`config.mk`:
```
export PLATFORM = sky130hd
export DESIGN_NAME = multichannel_delta_codec_unit
export DESIGN_NICKNAME = d
export VERILOG_FILES = /design/src/rtl/core/mdc_pkg.sv /design/src/rtl/core/multichannel_delta_codec_unit.sv /design/src/rtl/core/mdc_state_ram.sv /design/src/rtl/core/mdc_sequencer.sv /design/src/rtl/core/mdc_datapath.sv
export VERILOG_INCLUDE_DIRS = /design/src /design/src/rtl/core
export SDC_FILE = /design/constraint.sdc
export NUM_CORES = 1
export LEC_CHECK = 0
export CORE_MARGIN = 1.5
export CORE_UTILIZATION = 55
export CTS_BUF_LIST = sky130_fd_sc_hd__clkbuf_16
export DETAILED_ROUTE_END_ITERATION = 16
export DONT_BUFFER_PORTS = 1
export PLACE_DENSITY = 0.73
export SYNTH_ARGS = -nofsm -noshare
export SYNTH_HDL_FRONTEND = slang
export SYNTH_HIERARCHICAL = 1
export SYNTH_SLANG_ARGS = --single-unit
export TNS_END_PERCENT = 5
```
`constraint.sdc`:
```
create_clock -name clk -period 6.8 [get_ports clk]
set_input_delay 0.34 -clock clk [delete_from_list [all_inputs] [get_ports clk]]
set_output_delay 0.34 -clock clk [all_outputs]
set_load 0.01 [all_outputs]
```
`src/rtl/core/multichannel_delta_codec_unit_assert.svh`:
```
// ----------------------------------------------------------------------------
// Assertion macros
// Shared concurrent assertion forms for the delta codec RTL.
// ----------------------------------------------------------------------------
`ifndef MULTICHANNEL_DELTA_CODEC_UNIT_ASSERT_SVH
`define MULTICHANNEL_DELTA_CODEC_UNIT_ASSERT_SVH

// same-cycle implication
`define MDC_ASSERT_IMPL(label, clk, rst_n, lhs, rhs) \
    label: assert property (@(posedge clk) disable iff (!rst_n) (lhs) |-> (rhs)) \
        else $error("mdc assertion failed");

// next-cycle implication
`define MDC_ASSERT_NEXT(label, clk, rst_n, lhs, rhs) \
    label: assert property (@(posedge clk) disable iff (!rst_n) (lhs) |=> (rhs)) \
        else $error("mdc assertion failed");

`endif

```
`src/rtl/core/mdc_pkg.sv`:
```
// ----------------------------------------------------------------------------
// mdc_pkg
// Types, widths and constants shared by the delta codec modules.
// ----------------------------------------------------------------------------
package mdc_pkg;

    localparam int MAX_CHANNELS = 8;
    localparam int MAX_WINDOW   = 256;
    localparam int WIN_LIMIT    = (MAX_WINDOW > 256) ? 256 : MAX_WINDOW;

    localparam int CH_W    = 3;
    localparam int TS_W    = 8;
    localparam int VAL_W   = 17;
    localparam int SMP_W   = 16;
    localparam int BYTES_W = 13;
    localparam int NCH_W   = 4;
    localparam int WIN_W   = 9;
    localparam int MODE_W  = 2;
    localparam int IDX_W   = 3;
    localparam int DATA_W  = 9;

    localparam int SMALL_LOW    = -127;
    localparam int SMALL_HIGH   = 127;
    localparam int HEADER_BYTES = 4;

    localparam logic [MODE_W-1:0] MODE_RAW   = 2'd0;
    localparam logic [MODE_W-1:0] MODE_DELTA = 2'd1;
    localparam logic              DIR_ENCODE = 1'b0;

    typedef enum logic [IDX_W-1:0] {
        REG_DIRECTION = 3'd0,
        REG_MODE      = 3'd1,
        REG_CHANNELS  = 3'd2,
        REG_WINDOW    = 3'd3
    } reg_idx_t;

    typedef struct packed {
        logic              direction;
        logic [MODE_W-1:0] mode;
    } cfg_t;

    typedef struct packed {
        logic signed [VAL_W-1:0] value;
        logic [CH_W-1:0]         channel;
        logic [TS_W-1:0]         time_step;
        logic                    first;
        logic                    last;
    } item_t;

endpackage

```
`src/rtl/core/multichannel_delta_codec_unit.sv`:
```
// ----------------------------------------------------------------------------
// multichannel_delta_codec_unit: per-channel delta encode / decode of samples
// Throughput: one item per cycle, set by the single read and write port of the sample RAM,
// unless result_stall holds the output. Path: RAM read stage, then result register.
// Reset: config to defaults, counters, accumulator and valids clear; RAM is not cleared.
// ----------------------------------------------------------------------------
module multichannel_delta_codec_unit
(
    input  logic                               clk,
    input  logic                               rst_n,
    input  logic                               cfg_valid,
    output logic                               cfg_ready,
    input  logic [mdc_pkg::IDX_W-1:0]          cfg_index,
    input  logic [mdc_pkg::DATA_W-1:0]         cfg_data,
    input  logic                               sample_valid,
    output logic                               sample_stall,
    input  logic signed [mdc_pkg::VAL_W-1:0]   value_in,
    output logic                               result_valid,
    input  logic                               result_stall,
    output logic signed [mdc_pkg::VAL_W-1:0]   value_out,
    output logic [mdc_pkg::CH_W-1:0]           channel,
    output logic [mdc_pkg::TS_W-1:0]           time_step,
    output logic                               chunk_last,
    output logic [mdc_pkg::BYTES_W-1:0]        chunk_bytes
);

    mdc_pkg::item_t               item;
    mdc_pkg::cfg_t                cfg;
    logic                         restart;
    logic                         busy;
    logic                         accept;
    logic [mdc_pkg::SMP_W-1:0]    rd_data;
    logic                         wr_en;
    logic [mdc_pkg::CH_W-1:0]     wr_addr;
    logic [mdc_pkg::SMP_W-1:0]    wr_data;

    assign accept = sample_valid && !sample_stall;

    mdc_sequencer u_seq
    (
        .clk       (clk),
        .rst_n     (rst_n),
        .cfg_valid (cfg_valid),
        .cfg_ready (cfg_ready),
        .cfg_index (cfg_index),
        .cfg_data  (cfg_data),
        .busy      (busy),
        .accept    (accept),
        .value_in  (value_in),
        .item      (item),
        .cfg       (cfg),
        .restart   (restart)
    );

    mdc_state_ram u_ram
    (
        .clk     (clk),
        .rd_en   (accept),
        .rd_addr (item.channel),
        .rd_data (rd_data),
        .wr_en   (wr_en),
        .wr_addr (wr_addr),
        .wr_data (wr_data)
    );

    mdc_datapath u_dp
    (
        .clk         (clk),
        .rst_n       (rst_n),
        .accept      (accept),
        .item        (item),
        .cfg         (cfg),
        .restart     (restart),
        .in_stall    (sample_stall),
        .busy        (busy),
        .rd_data     (rd_data),
        .wr_en       (wr_en),
        .wr_addr     (wr_addr),
        .wr_data     (wr_data),
        .out_valid   (result_valid),
        .out_stall   (result_stall),
        .value_out   (value_out),
        .channel     (channel),
        .time_step   (time_step),
        .chunk_last  (chunk_last),
        .chunk_bytes (chunk_bytes)
    );

endmodule

```
`src/rtl/core/mdc_state_ram.sv`:
```
// ----------------------------------------------------------------------------
// mdc_state_ram
// Per-channel previous-sample store, one write and one registered read port.
// ----------------------------------------------------------------------------
module mdc_state_ram
(
    input  logic                           clk,
    input  logic                           rd_en,
    input  logic [mdc_pkg::CH_W-1:0]       rd_addr,
    output logic [mdc_pkg::SMP_W-1:0]      rd_data,
    input  logic                           wr_en,
    input  logic [mdc_pkg::CH_W-1:0]       wr_addr,
    input  logic [mdc_pkg::SMP_W-1:0]      wr_data
);

    logic [mdc_pkg::SMP_W-1:0] mem [mdc_pkg::MAX_CHANNELS];

    always_ff @(posedge clk)
    begin
        if (wr_en)
        begin
            mem[wr_addr] <= wr_data;
        end
    end

    always_ff @(posedge clk)
    begin
        if (rd_en)
        begin
            rd_data <= mem[rd_addr];
        end
    end

endmodule

```
`src/rtl/core/mdc_sequencer.sv`:
```
// ----------------------------------------------------------------------------
// mdc_sequencer
// Configuration registers and channel / time-step counters of the chunk.
// ----------------------------------------------------------------------------
module mdc_sequencer
(
    input  logic                              clk,
    input  logic                              rst_n,
    input  logic                              cfg_valid,
    output logic                              cfg_ready,
    input  logic [mdc_pkg::IDX_W-1:0]         cfg_index,
    input  logic [mdc_pkg::DATA_W-1:0]        cfg_data,
    input  logic                              busy,
    input  logic                              accept,
    input  logic signed [mdc_pkg::VAL_W-1:0]  value_in,
    output mdc_pkg::item_t                    item,
    output mdc_pkg::cfg_t                     cfg,
    output logic                              restart
);

    logic                               direction_reg;
    logic [mdc_pkg::MODE_W-1:0]         mode_reg;
    logic [mdc_pkg::NCH_W-1:0]          channels_reg;
    logic [mdc_pkg::WIN_W-1:0]          window_reg;
    logic [mdc_pkg::CH_W-1:0]           ch_reg;
    logic [mdc_pkg::CH_W-1:0]           ch_next;
    logic [mdc_pkg::TS_W-1:0]           ts_reg;
    logic [mdc_pkg::TS_W-1:0]           ts_next;
    logic [mdc_pkg::NCH_W-1:0]          nch_eff;
    logic [mdc_pkg::WIN_W-1:0]          win_eff;
    logic                               ch_wrap;
    logic                               ts_wrap;
    logic                               last;
    logic                               cfg_wr;
    logic                               known_idx;

    assign cfg_ready = !busy && !accept;
    assign cfg_wr    = cfg_valid && cfg_ready;

    always_comb
    begin
        unique case (cfg_index)
            mdc_pkg::REG_DIRECTION,
            mdc_pkg::REG_MODE,
            mdc_pkg::REG_CHANNELS,
            mdc_pkg::REG_WINDOW: known_idx = 1'b1;
            default:             known_idx = 1'b0;
        endcase
    end

    assign restart = cfg_wr && known_idx;

    always_comb
    begin
        if (channels_reg == '0)
            nch_eff = mdc_pkg::NCH_W'(1);
        else if (channels_reg > mdc_pkg::NCH_W'(mdc_pkg::MAX_CHANNELS))
            nch_eff = mdc_pkg::NCH_W'(mdc_pkg::MAX_CHANNELS);
        else
            nch_eff = channels_reg;

        if (window_reg == '0)
            win_eff = mdc_pkg::WIN_W'(1);
        else if (window_reg > mdc_pkg::WIN_W'(mdc_pkg::WIN_LIMIT))
            win_eff = mdc_pkg::WIN_W'(mdc_pkg::WIN_LIMIT);
        else
            win_eff = window_reg;
    end

    assign ch_wrap = ({1'b0, ch_reg} + mdc_pkg::NCH_W'(1)) >= nch_eff;
    assign ts_wrap = ({1'b0, ts_reg} + mdc_pkg::WIN_W'(1)) >= win_eff;
    assign last    = ch_wrap && ts_wrap;

    always_comb
    begin
        ch_next = ch_reg;
        ts_next = ts_reg;
        if (restart)
        begin
            ch_next = '0;
            ts_next = '0;
        end
        else if (accept)
        begin
            if (last)
            begin
                ch_next = '0;
                ts_next = '0;
            end
            else if (ch_wrap)
            begin
                ch_next = '0;
                ts_next = ts_reg + mdc_pkg::TS_W'(1);
            end
            else
            begin
                ch_next = ch_reg + mdc_pkg::CH_W'(1);
            end
        end
    end

    always_ff @(posedge clk or negedge rst_n)
    begin
        if (!rst_n)
        begin
            direction_reg <= mdc_pkg::DIR_ENCODE;
            mode_reg      <= mdc_pkg::MODE_DELTA;
            channels_reg  <= mdc_pkg::NCH_W'(8);
            window_reg    <= mdc_pkg::WIN_W'(256);
            ch_reg        <= '0;
            ts_reg        <= '0;
        end
        else
        begin
            ch_reg <= ch_next;
            ts_reg <= ts_next;
            if (cfg_wr)
            begin
                unique case (cfg_index)
                    mdc_pkg::REG_DIRECTION: direction_reg <= cfg_data[0];
                    mdc_pkg::REG_MODE:      mode_reg      <= cfg_data[mdc_pkg::MODE_W-1:0];
                    mdc_pkg::REG_CHANNELS:  channels_reg  <= cfg_data[mdc_pkg::NCH_W-1:0];
                    mdc_pkg::REG_WINDOW:    window_reg    <= cfg_data[mdc_pkg::WIN_W-1:0];
                    default:                ;
                endcase
            end
        end
    end

    assign item.value     = value_in;
    assign item.channel   = ch_reg;
    assign item.time_step = ts_reg;
    assign item.first     = (ts_reg == '0);
    assign item.last      = last;

    assign cfg.direction  = direction_reg;
    assign cfg.mode       = mode_reg;

endmodule

```
`src/rtl/core/mdc_datapath.sv`:
```
// ----------------------------------------------------------------------------
// mdc_datapath
// Read-modify-write stage with forwarding, byte accumulator and result register.
// ----------------------------------------------------------------------------
`include "multichannel_delta_codec_unit_assert.svh"

module mdc_datapath
(
    input  logic                               clk,
    input  logic                               rst_n,
    input  logic                               accept,
    input  mdc_pkg::item_t                     item,
    input  mdc_pkg::cfg_t                      cfg,
    input  logic                               restart,
    output logic                               in_stall,
    output logic                               busy,
    input  logic [mdc_pkg::SMP_W-1:0]          rd_data,
    output logic                               wr_en,
    output logic [mdc_pkg::CH_W-1:0]           wr_addr,
    output logic [mdc_pkg::SMP_W-1:0]          wr_data,
    output logic                               out_valid,
    input  logic                               out_stall,
    output logic signed [mdc_pkg::VAL_W-1:0]   value_out,
    output logic [mdc_pkg::CH_W-1:0]           channel,
    output logic [mdc_pkg::TS_W-1:0]           time_step,
    output logic                               chunk_last,
    output logic [mdc_pkg::BYTES_W-1:0]        chunk_bytes
);

    localparam logic signed [mdc_pkg::VAL_W-1:0] SmallLow  = mdc_pkg::VAL_W'(mdc_pkg::SMALL_LOW);
    localparam logic signed [mdc_pkg::VAL_W-1:0] SmallHigh = mdc_pkg::VAL_W'(mdc_pkg::SMALL_HIGH);

    logic                               s1_valid_reg;
    mdc_pkg::item_t                     s1_item_reg;
    logic                               fwd_hit_reg;
    logic [mdc_pkg::SMP_W-1:0]          fwd_data_reg;
    logic [mdc_pkg::BYTES_W-1:0]        acc_reg;
    logic [mdc_pkg::BYTES_W-1:0]        acc_next;

    logic                               out_valid_reg;
    logic signed [mdc_pkg::VAL_W-1:0]   value_reg;
    logic [mdc_pkg::CH_W-1:0]           channel_reg;
    logic [mdc_pkg::TS_W-1:0]           time_step_reg;
    logic                               chunk_last_reg;
    logic [mdc_pkg::BYTES_W-1:0]        chunk_bytes_reg;

    logic                               out_free;
    logic                               advance;
    logic [mdc_pkg::SMP_W-1:0]          prev;
    logic [mdc_pkg::SMP_W-1:0]          x16;
    logic [mdc_pkg::SMP_W-1:0]          dec16;
    logic signed [mdc_pkg::VAL_W-1:0]   result;
    logic [mdc_pkg::SMP_W-1:0]          sample16;
    logic                               raw_pass;
    logic                               pack;
    logic                               small_res;
    logic [1:0]                         cost;
    logic [mdc_pkg::BYTES_W-1:0]        sum;
    logic [mdc_pkg::BYTES_W-1:0]        bytes_last;

    assign out_free = !out_valid_reg || !out_stall;
    assign advance  = s1_valid_reg && out_free;
    assign in_stall = s1_valid_reg && !out_free;
    assign busy     = s1_valid_reg || out_valid_reg;

    assign prev     = fwd_hit_reg ? fwd_data_reg : rd_data;
    assign x16      = s1_item_reg.value[mdc_pkg::SMP_W-1:0];
    assign raw_pass = (cfg.mode == mdc_pkg::MODE_RAW) || s1_item_reg.first;
    assign pack     = cfg.mode[1] && (cfg.direction == mdc_pkg::DIR_ENCODE);

    always_comb
    begin
        if (cfg.direction == mdc_pkg::DIR_ENCODE)
        begin
            dec16    = '0;
            sample16 = x16;
            if (raw_pass)
                result = {x16[mdc_pkg::SMP_W-1], x16};
            else
                result = {x16[mdc_pkg::SMP_W-1], x16} - {prev[mdc_pkg::SMP_W-1], prev};
        end
        else
        begin
            dec16    = raw_pass ? x16 : prev + x16;
            sample16 = dec16;
            result   = {dec16[mdc_pkg::SMP_W-1], dec16};
        end
    end

    assign small_res  = (result >= SmallLow) && (result <= SmallHigh);
    assign cost       = (pack && small_res) ? 2'd1 : 2'd2;
    assign sum        = acc_reg + mdc_pkg::BYTES_W'(cost);
    assign bytes_last = sum + (pack ? mdc_pkg::BYTES_W'(mdc_pkg::HEADER_BYTES) : '0);

    assign wr_en   = advance;
    assign wr_addr = s1_item_reg.channel;
    assign wr_data = sample16;

    always_comb
    begin
        acc_next = acc_reg;
        if (restart)
            acc_next = '0;
        else if (advance)
            acc_next = s1_item_reg.last ? '0 : sum;
    end

    always_ff @(posedge clk or negedge rst_n)
    begin
        if (!rst_n)
        begin
            s1_valid_reg  <= 1'b0;
            out_valid_reg <= 1'b0;
            acc_reg       <= '0;
        end
        else
        begin
            acc_reg <= acc_next;
            if (accept)
                s1_valid_reg <= 1'b1;
            else if (advance)
                s1_valid_reg <= 1'b0;
            if (out_free)
                out_valid_reg <= s1_valid_reg;
        end
    end

    always_ff @(posedge clk)
    begin
        if (accept)
        begin
            s1_item_reg  <= item;
            fwd_hit_reg  <= wr_en && (wr_addr == item.channel);
            fwd_data_reg <= wr_data;
        end
        if (advance)
        begin
            value_reg       <= result;
            channel_reg     <= s1_item_reg.channel;
            time_step_reg   <= s1_item_reg.time_step;
            chunk_last_reg  <= s1_item_reg.last;
            chunk_bytes_reg <= s1_item_reg.last ? bytes_last : '0;
        end
    end

    assign out_valid   = out_valid_reg;
    assign value_out   = value_reg;
    assign channel     = channel_reg;
    assign time_step   = time_step_reg;
    assign chunk_last  = chunk_last_reg;
    assign chunk_bytes = chunk_bytes_reg;

    `MDC_ASSERT_IMPL(a_stall_needs_item, clk, rst_n, in_stall, s1_valid_reg)
    `MDC_ASSERT_NEXT(a_item_held, clk, rst_n, s1_valid_reg && !out_free, s1_valid_reg)
    `MDC_ASSERT_NEXT(a_forward_hit, clk, rst_n, accept && wr_en && (wr_addr == item.channel),
                     fwd_hit_reg)
    `MDC_ASSERT_IMPL(a_bytes_only_last, clk, rst_n, out_valid_reg && !chunk_last_reg,
                     chunk_bytes_reg == '0)

endmodule

```
==> run_results.csv, run 1 <==
group,metric,value,unit
final_layout,syn2layout_area_growth,9.555,%
final_layout,layout.cells.non_filler,1363,
global_routing,grtUsageTotal,0.2061,
drt,drt_iter0_drc,630,
final_layout,final_nets,1106,
worst_setup_path,slowest_stage,"a2111oi_4",
global_routing,grt-ovfl-total,0,
timing,fmax,157.9,MHz
global_routing,grt_max_degree,70,
worst_setup_path,cp_cell_sequence,"mux2_2 > ha_1 > fa_1 > nand2b_1 > a2111oi_4 > o21ai_2 > a2111oi_1 > nor2_1 > o21ai_1 > a22oi_1 > xnor2_1 > o21ai_1 > mux2i_2 > ha_1 > inv_1 > fa_1 > nand3b_1 > or2_2 > nor2_1 > and3_1 > xnor2_1 > or3_1 > and3_1",
synthesis,avgSynthCellArea,13.60,um2
timing,worst_pin_slew,1.200,ns
worst_setup_path,startpoint_type,"flop",
cts,clk_pin_slew,0.06,ns
worst_setup_path,critPathKind,"flop to flop",
placed_design,dp.cells,1282,
worst_setup_path,cp_num_cells,23,
pwr,peakVddDrop,0.0001871,V
hold_path,hold_class,"input port to flop",
pwr,p_per_area,331.6,nW/um2
timing,fin_skew,0.01482,ns
worst_setup_path,cp.arrival,6.61,ns
drt,ant_nets,0,
cts,clockRootBuffer,"clkbuf_16",
timing,timing.hold.ws,0.09272,ns
final_layout,largest_register_ffs,128,
worst_setup_path,critPathCaptureType,"flop",
synthesis,synth_area,13680,um2
timing,finalSetupTns,0,ns
drt,firstDrtPassIters,5,
die,core-area,24390,um2
timing,finalMaxSlewViolations,0,
global_routing,antenna_found_initial,3,
synthesis,syn_inst,1006,
cts,cts_tree,"built",
hold_path,min_to,"u_seq/mode_reg[0]$_DFFE_PN1P_",
worst_setup_path,cp_top_family,"simple AND/OR/NAND/NOR gates",
final_layout,drive_gt1_frac,0.1332,
status,outcome,"completed",
timing,rsz0062_at_grt,"false",
drt,via_per_inst,5.898,
worst_setup_path,max_stage_delay,0.46,ns
die,die_x,160.7,um
drt,wl,26250,um
die,ioPinCount,79,
timing,finalHoldViolCount,0,
die,start_util,0.5610,
die,die-area,25830,um2
worst_setup_path,startpoint,"u_dp/fwd_hit_reg$_DFFE_PP_",
placed_design,pre_cts_slack,0.4036,ns
worst_setup_path,r2r_slack,0.47,ns
worst_setup_path,cp.required,7.07,ns
worst_setup_path,path_buf_inv,1,
cts,h-tree-depth,1,
timing,setup_viol,0,
timing,setup_slack,0.4654,ns
worst_setup_path,r2r_start,"u_dp/fwd_hit_reg$_DFFE_PP_",
pwr,p_leak,5.527,nW
global_routing,grt_pass1_vias,7721,
timing,period_minus_slack,6.335,ns
synthesis,ys_warn_count,6,
drt,drcViolationCount,0,
hold_path,hp-start,"cfg_index[0]",
drt,num_vias,8039,
run,drv_cap,0,
worst_setup_path,r2r-end,"u_dp/chunk_bytes[10]$_SDFFCE_PN0P_",
final_layout,nFillCells,1813,
placed_design,port_buffers,0,
hold_path,hold_depth,2,
cts,cts_max_path_buffers,3,
timing,finalCritPeriodShare,0.9316,
cts,insertion_delay,0.52,ns
synthesis,syn-num-nets,1096,
global_routing,grt_pass1_wl,42040,um
timing,relSlewSlack,0.1912,
pwr,power,4.970,mW
placed_design,gp_congestion,0.8931,
worst_setup_path,ff2ff_path_depth,23,
cts,cts_sinks,274,
worst_setup_path,cp_max_fo,6,
placed_design,dp_hpwl,17510,um
drt,wl_per_cell,19.26,um
die,rows,57,
die,die_h,160.7,um
cts,cts_buffers,27,
routing by layer:
layer | part of all wire | wire length, um | global-route usage
met5 | 0 | 0 | 0
met4 | 0.016 | 420 | 0.04335
met3 | 0.055 | 1454 | 0.03177
met2 | 0.47 | 12270 | 0.3294
met1 | 0.46 | 12100 | 0.3024
how the worst max path moves through the flow:
stage	to	slack (ns)
6_report	u_dp/chunk_bytes[10]$_SDFFCE_PN0P_	0.47
5_1_grt	u_dp/chunk_bytes[11]$_SDFFCE_PN0P_	0.02
4_1_cts	u_dp/chunk_bytes[10]$_SDFFCE_PN0P_	0.38
3_5_place_dp	u_dp/chunk_bytes[10]$_SDFFCE_PN0P_	0.40
3_3_place_gp	u_dp/chunk_bytes[10]$_SDFFCE_PN0P_	0.48
2_1_floorplan	u_dp/chunk_bytes[10]$_SDFFCE_PN0P_	0.25
placed cells by master (no fill, tap or decap), drive strengths merged, types with 30 or more instances in the layout:
cell and n:
o21ai 56, mux2 34, inv 52, edfxtp 232, nand2 90, a21oi 33
nor2 57, ha 53, mux4 32, dfrtp 39, xnor2 30
what timing repair did:
action,CTS,global route
setup buffers,0,1
resized for setup,0,6
hold buffers,28,0
endpoints found under the hold margin,75,0
setup endpoints to repair,0,3
stage by stage:
step	instance area (um2)	utilization
floorplan	13680	-
global placement	13830	0.5672
detailed placement	13830	0.5672
CTS	14940	0.6125
global route	14990	0.6144
finish	14990	0.6146
layout make-up:
cell class                      count  area (um2)  share of cell area
Multi-Input combinational cell    626        5189              0.3461
Clock inverter                     22       132.6            0.008847
Tap cell                          324       405.4             0.02704
Timing Repair Buffer               38       372.9             0.02487
Inverter                           49       185.2             0.01235
Antenna cell                        3       7.507           0.0005008
Clock buffer                       27       675.6             0.04507
Sequential cell                   274        8023              0.5352
power by group:
part / leakage (nW) / switching, mW / internal (mW)
sequential: 2.73 / 0.187 / 2.07
combinational: 2.39 / 0.777 / 0.594
clock: 0.415 / 0.584 / 0.758
total: 5.53 / 1.55 / 3.42
(Power assumes the default switching activity.)
==> run 2, diff against run 1 <==
- CELL_PAD_IN_SITES_DETAIL_PLACEMENT: unset -> 0
- CELL_PAD_IN_SITES_GLOBAL_PLACEMENT: unset -> 1
- CORE_UTILIZATION: 55 -> 48
- PLACE_DENSITY: 0.73 -> 0.78
==> run_results.csv, run 2 (synthesis gave the netlist of run 1 again) <==
group,metric,value,unit
status,outcome,"completed",
cts,h-tree-depth,1,
timing,finalMaxSlewViolations,0,
global_routing,grt-ovfl-total,0,
worst_setup_path,startpoint_type,"flop",
worst_setup_path,cp.required,7.10,ns
die,rows,61,
die,ioPinCount,79,
worst_setup_path,ff2ff_path_depth,23,
timing,rsz0062_at_grt,"false",
final_layout,layout_commonest_cell,"edfxtp_1",
hold_path,hp-start,"cfg_index[0]",
timing,period_minus_slack,6.383,ns
worst_setup_path,r2r_start,"u_dp/fwd_hit_reg$_DFFE_PP_",
cts,clockRootBuffer,"clkbuf_16",
cts,cts_buffers,28,
drt,num_vias,8003,
die,die_x,171.8,um
pwr,p_seq_frac,0.434,
drt,drt_iter0_drc,619,
timing,setup_slack,0.4166,ns
cts,cts_sinks,274,
hold_path,hold_depth,2,
worst_setup_path,r2r-end,"u_dp/chunk_bytes[10]$_SDFFCE_PN0P_",
final_layout,drive_gt1_frac,0.1431,
timing,fin_skew,0.02415,ns
pwr,p_leak,5.582,nW
pwr,p_clk_frac,0.287,
placed_design,port_buffers,0,
worst_setup_path,critPathKind,"flop to flop",
drt,via_per_inst,5.640,
global_routing,grt_max_degree,70,
timing,finalCritPeriodShare,0.9387,
placed_design,gp_congestion,0.8424,
drt,firstDrtPassIters,5,
placed_design,pre_cts_slack,0.3315,ns
pwr,switching_share,0.3147,
final_layout,final_nets,1109,
final_layout,largest_register_ffs,128,
timing,setup_viol,0,
drt,ant_nets,0,
worst_setup_path,max_stage_delay,0.43,ns
worst_setup_path,slowest_stage,"fa_1",
worst_setup_path,path_buf_inv,1,
worst_setup_path,cp.arrival,6.69,ns
timing,worst_pin_slew,1.232,ns
pwr,p_sw,1.609,mW
die,die_h,171.8,um
drt,drcViolationCount,0,
drt,wl,27930,um
worst_setup_path,cp_num_cells,23,
global_routing,grtUsageTotal,0.1911,
cts,cts_max_path_buffers,3,
timing,finalSetupTns,0,ns
global_routing,grt_pass1_wl,43440,um
cts,clk_pin_slew,0.06,ns
drt,wl_per_cell,19.68,um
global_routing,antenna_found_initial,0,
pwr,power,5.114,mW
global_routing,grt_pass1_vias,7635,
run,drv_cap,0,
pwr,p_per_area,337.7,nW/um2
die,core-area,27930,um2
timing,relSlewSlack,0.1703,
die,start_util,0.4898,
worst_setup_path,critPathCaptureType,"flop",
final_layout,syn2layout_area_growth,10.66,%
hold_path,min_to,"u_seq/mode_reg[0]$_DFFE_PN1P_",
pwr,intPower,3.505,mW
timing,finalHoldViolCount,0,
placed_design,dp_hpwl,18570,um
pwr,peakVddDrop,0.0002231,V
pwr,combPwrFrac,0.279,
cts,cts_tree,"built",
timing,fmax,156.7,MHz
final_layout,nFillCells,2304,
die,die-area,29530,um2
worst_setup_path,r2r_slack,0.42,ns
final_layout,layout_common_cells,"edfxtp_1 (232), nand2_1 (89), nor2_1 (52), ha_1 (49)",
worst_setup_path,cp_cell_sequence,"mux2_2 > ha_1 > fa_1 > nand2b_1 > a2111oi_4 > o21ai_2 > a2111oi_2 > a31oi_1 > o211ai_2 > nand4_1 > nor4bb_1 > nand4_1 > mux2i_1 > ha_1 > inv_1 > fa_1 > nand3b_1 > or2_2 > nor2_1 > and3_1 > xnor2_1 > or3_1 > and3_1",
worst_setup_path,cp_max_fo,6,
final_layout,post-route-util,0.5421,
final_layout,num_antenna_cells,0,
worst_setup_path,cp_top_family,"simple AND/OR/NAND/NOR gates",
cts,cts_setup_buffers,0,
cts,insertion_delay,0.55,ns
hold_path,hold_class,"input port to flop",
run 2: what timing repair did:
| item | 4_1_cts | 5_1_grt |
|---|---|---|
| endpoints found under the hold margin | 75 | 0 |
| setup endpoints to repair | 0 | 4 |
| hold buffers | 28 | 0 |
| resized for setup | 0 | 8 |
run 2: per-layer routing:
metal	track usage	part of all wire	vias to the layer above
met3	0.02646	0.040	49
met2	0.2947	0.46	177
met4	0.05293	0.022	0
met5	0	0	-
li1	-	-	3809
met1	0.2832	0.48	3968
run 2: worst register-to-register path: cells and delay by family (launching register included):
family | cells | cell delay, ns
adder cells (fa/ha/maj) | 4 | 1.27
flip-flops | 1 | 0.41
XOR/XNOR | 1 | 0.12
AO/OA/AOI/OAI | 5 | 1.19
buffers and inverters | 1 | 0.05
multiplexers | 2 | 0.67
AND/OR/NAND/NOR | 10 | 2.43
run 2: power by group through the flow:
stage | Combinational, mW | Clock [mW] | Sequential, mW
after CTS | 1.41 | 1.50 | 2.22
after detailed placement | 1.38 | 0 | 2.26
final | 1.43 | 1.47 | 2.22
after global placement | 1.37 | 0 | 2.25
after global routing | 1.57 | 1.57 | 2.25
after floorplan | 1.15 | 0 | 2.19
run 2: stage by stage:
step / instances / instance area (um2) / hold slack [ns]
global route: 1419 / 15140 / 0.06679
global placement: 1339 / 13920 / 0.04573
CTS: 1419 / 15110 / 0.04874
floorplan: 1006 / 13680 / 0.04441
finish: 1419 / 15140 / 0.06838
detailed placement: 1339 / 13920 / 0.04576
run 2: worst max-delay path by stage:
stage                          startpoint                            endpoint
2_1_floorplan  u_dp/fwd_hit_reg$_DFFE_PP_  u_dp/chunk_bytes[10]$_SDFFCE_PN0P_
3_3_place_gp   u_dp/fwd_hit_reg$_DFFE_PP_  u_dp/chunk_bytes[10]$_SDFFCE_PN0P_
3_5_place_dp   u_dp/fwd_hit_reg$_DFFE_PP_  u_dp/chunk_bytes[10]$_SDFFCE_PN0P_
4_1_cts        u_dp/fwd_hit_reg$_DFFE_PP_  u_dp/chunk_bytes[10]$_SDFFCE_PN0P_
5_1_grt        u_dp/fwd_hit_reg$_DFFE_PP_  u_dp/chunk_bytes[10]$_SDFFCE_PN0P_
6_report       u_dp/fwd_hit_reg$_DFFE_PP_  u_dp/chunk_bytes[10]$_SDFFCE_PN0P_
run 2: final cells by class:
class,count,area [um2],share of cell area
clock buffers,30,750.7,0.04958
clock inverters,22,143.9,0.009503
inverters,49,185.2,0.01223
multi-input cells,626,5179,0.3420
flip-flops and latches,274,8023,0.5298
well taps,378,473.0,0.03123
repair buffers,40,387.9,0.02562
==> run 3, diff against run 2 <==
- CORE_UTILIZATION: 48 -> 25
- PLACE_DENSITY: 0.78 -> 0.47
==> run_results.csv, run 3 (synthesis gave the netlist of run 1 again) <==
group,metric,value,unit
drt,drcViolationCount,0,
global_routing,grtUsageTotal,0.1252,
final_layout,syn2layout_area_growth,15.24,%
die,die-area,56150,um2
pwr,p_sw,1.739,mW
global_routing,use_met1,0.1774,
die,rows,85,
drt,firstDrtPassIters,5,
timing,rsz0062_at_grt,"false",
timing,relSlewSlack,0.2027,
run,drv_cap,0,
worst_setup_path,critPathCaptureType,"flop",
die,die_x,237.0,um
worst_setup_path,path_buf_inv,1,
worst_setup_path,max_stage_delay,0.44,ns
pwr,combPwrFrac,0.291,
global_routing,top_usage_layer,"met2",
final_layout,final_nets,1137,
pwr,p_clk_frac,0.298,
final_layout,layout_commonest_cell,"edfxtp_1",
die,die_h,237.0,um
pwr,p_leak,5.759,nW
worst_setup_path,cp_top_family,"simple AND/OR/NAND/NOR gates",
cts,cts_sinks,274,
global_routing,antenna_found_initial,3,
global_routing,grt-ovfl-total,0,
drt,num_vias,8148,
cts,cts_tree,"built",
timing,setup_viol,0,
timing,period_minus_slack,6.276,ns
die,core-area,53920,um2
cts,clk_pin_slew,0.06,ns
drt,wl_per_cell,19.91,um
placed_design,gp_congestion,0.7565,
status,outcome,"completed",
placed_design,port_buffers,0,
cts,insertion_delay,0.58,ns
cts,cts_max_path_buffers,3,
global_routing,grt_max_degree,56,
worst_setup_path,cp.arrival,6.61,ns
worst_setup_path,cp_cell_sequence,"mux2_2 > ha_1 > fa_1 > nand2b_1 > a2111oi_4 > o21ai_2 > a2111oi_2 > a31oi_1 > o211ai_2 > nand4_1 > nor4bb_2 > nand4_1 > mux2i_1 > ha_1 > inv_1 > fa_1 > nand3b_1 > or2_2 > nor2_1 > and3_1 > xnor2_1 > or3_1 > and3_1",
global_routing,grt_pass1_wl,53600,um
die,start_util,0.2538,
worst_setup_path,slowest_stage,"a2111oi_4",
timing,finalHoldViolCount,0,
cts,cts_buffers,31,
final_layout,drive_gt1_frac,0.1539,
drt,via_per_inst,4.606,
timing,timing.hold.ws,0.04669,ns
drt,drt_iter0_drc,372,
pwr,p_per_area,338.3,nW/um2
timing,finalSetupTns,0,ns
cts,cts_setup_buffers,0,
worst_setup_path,cp_max_fo,4,
die,ioPinCount,79,
timing,setup_slack,0.5240,ns
pwr,power,5.334,mW
global_routing,grt_pass1_vias,8624,
pwr,p_seq_frac,0.411,
placed_design,pre_cts_slack,0.4255,ns
worst_setup_path,startpoint,"u_dp/fwd_hit_reg$_DFFE_PP_",
drt,wl,35210,um
timing,fin_skew,0.01463,ns
final_layout,layout_common_cells,"edfxtp_1 (232), nand2_1 (89), inv_1 (55), nor2_1 (54), ha_1 (52)",
pwr,peakVddDrop,0.0002008,V
pwr,intPower,3.595,mW
timing,finalMaxSlewViolations,0,
placed_design,dp_hpwl,23010,um
cts,h-tree-depth,1,
global_routing,grt_use_met3,0.02553,
cts,clockRootBuffer,"clkbuf_16",
timing,worst_pin_slew,1.183,ns
hold_path,hold_class,"input port to flop",
drt,ant_nets,0,
pwr,switching_share,0.3260,
worst_setup_path,cp.required,7.13,ns
worst_setup_path,startpoint_type,"flop",
hold_path,hp-start,"cfg_index[0]",
worst_setup_path,critPathKind,"flop to flop",
worst_setup_path,r2r_start,"u_dp/fwd_hit_reg$_DFFE_PP_",
timing,finalCritPeriodShare,0.9229,
final_layout,largest_register_ffs,128,
global_routing,grtUsageMet2,0.1992,
timing,fmax,159.3,MHz
run 3: through the flow:
| stage | util | instance area [um2] | std cells |
|---|---|---|---|
| 2_1_floorplan | - | 13680 | 1006 |
| 3_3_place_gp | 0.2687 | 14490 | 1681 |
| 3_5_place_dp | 0.2687 | 14490 | 1681 |
| 4_1_cts | 0.2921 | 15750 | 1768 |
| 5_1_grt | 0.2924 | 15770 | 1769 |
| 6_report | 0.2924 | 15770 | 1769 |
run 3: cell type report:
type                       instances  area (um2)
antenna                            1       2.502
clock inverter                    27       181.4
multi-input combinational        626        5152
sequential                       274        8023
clock buffer                      31       775.7
fill                            5411       38150
inverter                          49       185.2
tap                              696       870.8
timing repair buffer              65       578.1
run 3: timing repair:
item,4_1_cts,5_1_grt
hold buffers,29,0
endpoints found under the setup margin,0,4
gates resized for setup,0,5
endpoints found under the hold margin,75,0
run 3: final timing paths:
kind                                                 endpoint  slack, ns  cells past startpoint
setup / recovery           u_dp/chunk_bytes[10]$_SDFFCE_PN0P_       0.52                     23
hold / removal                u_seq/window_reg[8]$_DFFE_PN1P_       0.05                      2
setup reg to reg           u_dp/chunk_bytes[10]$_SDFFCE_PN0P_       0.52                     23
hold reg to reg                   u_dp/time_step[4]$_DFFE_PP_       0.42                      0
max in group asynchronous     u_seq/window_reg[8]$_DFFE_PN1P_       6.25                      2
min in group asynchronous         u_dp/acc_reg[9]$_DFFE_PN0P_       0.27                      2
run 3: routing by layer:
layer	part of all wire	wire length, um
met3	0.047	1638
met2	0.45	15740
met4	0.017	604
met1	0.49	17210
met5	0.00065	23
run 3: power by group through the flow:
stage	Combinational [mW]	Sequential (mW)	Clock, mW
after floorplan	1.15	2.19	0
after global placement	1.53	2.23	0
after detailed placement	1.54	2.23	0
after CTS	1.57	2.20	1.65
after global routing	1.72	2.22	1.71
final	1.55	2.19	1.59
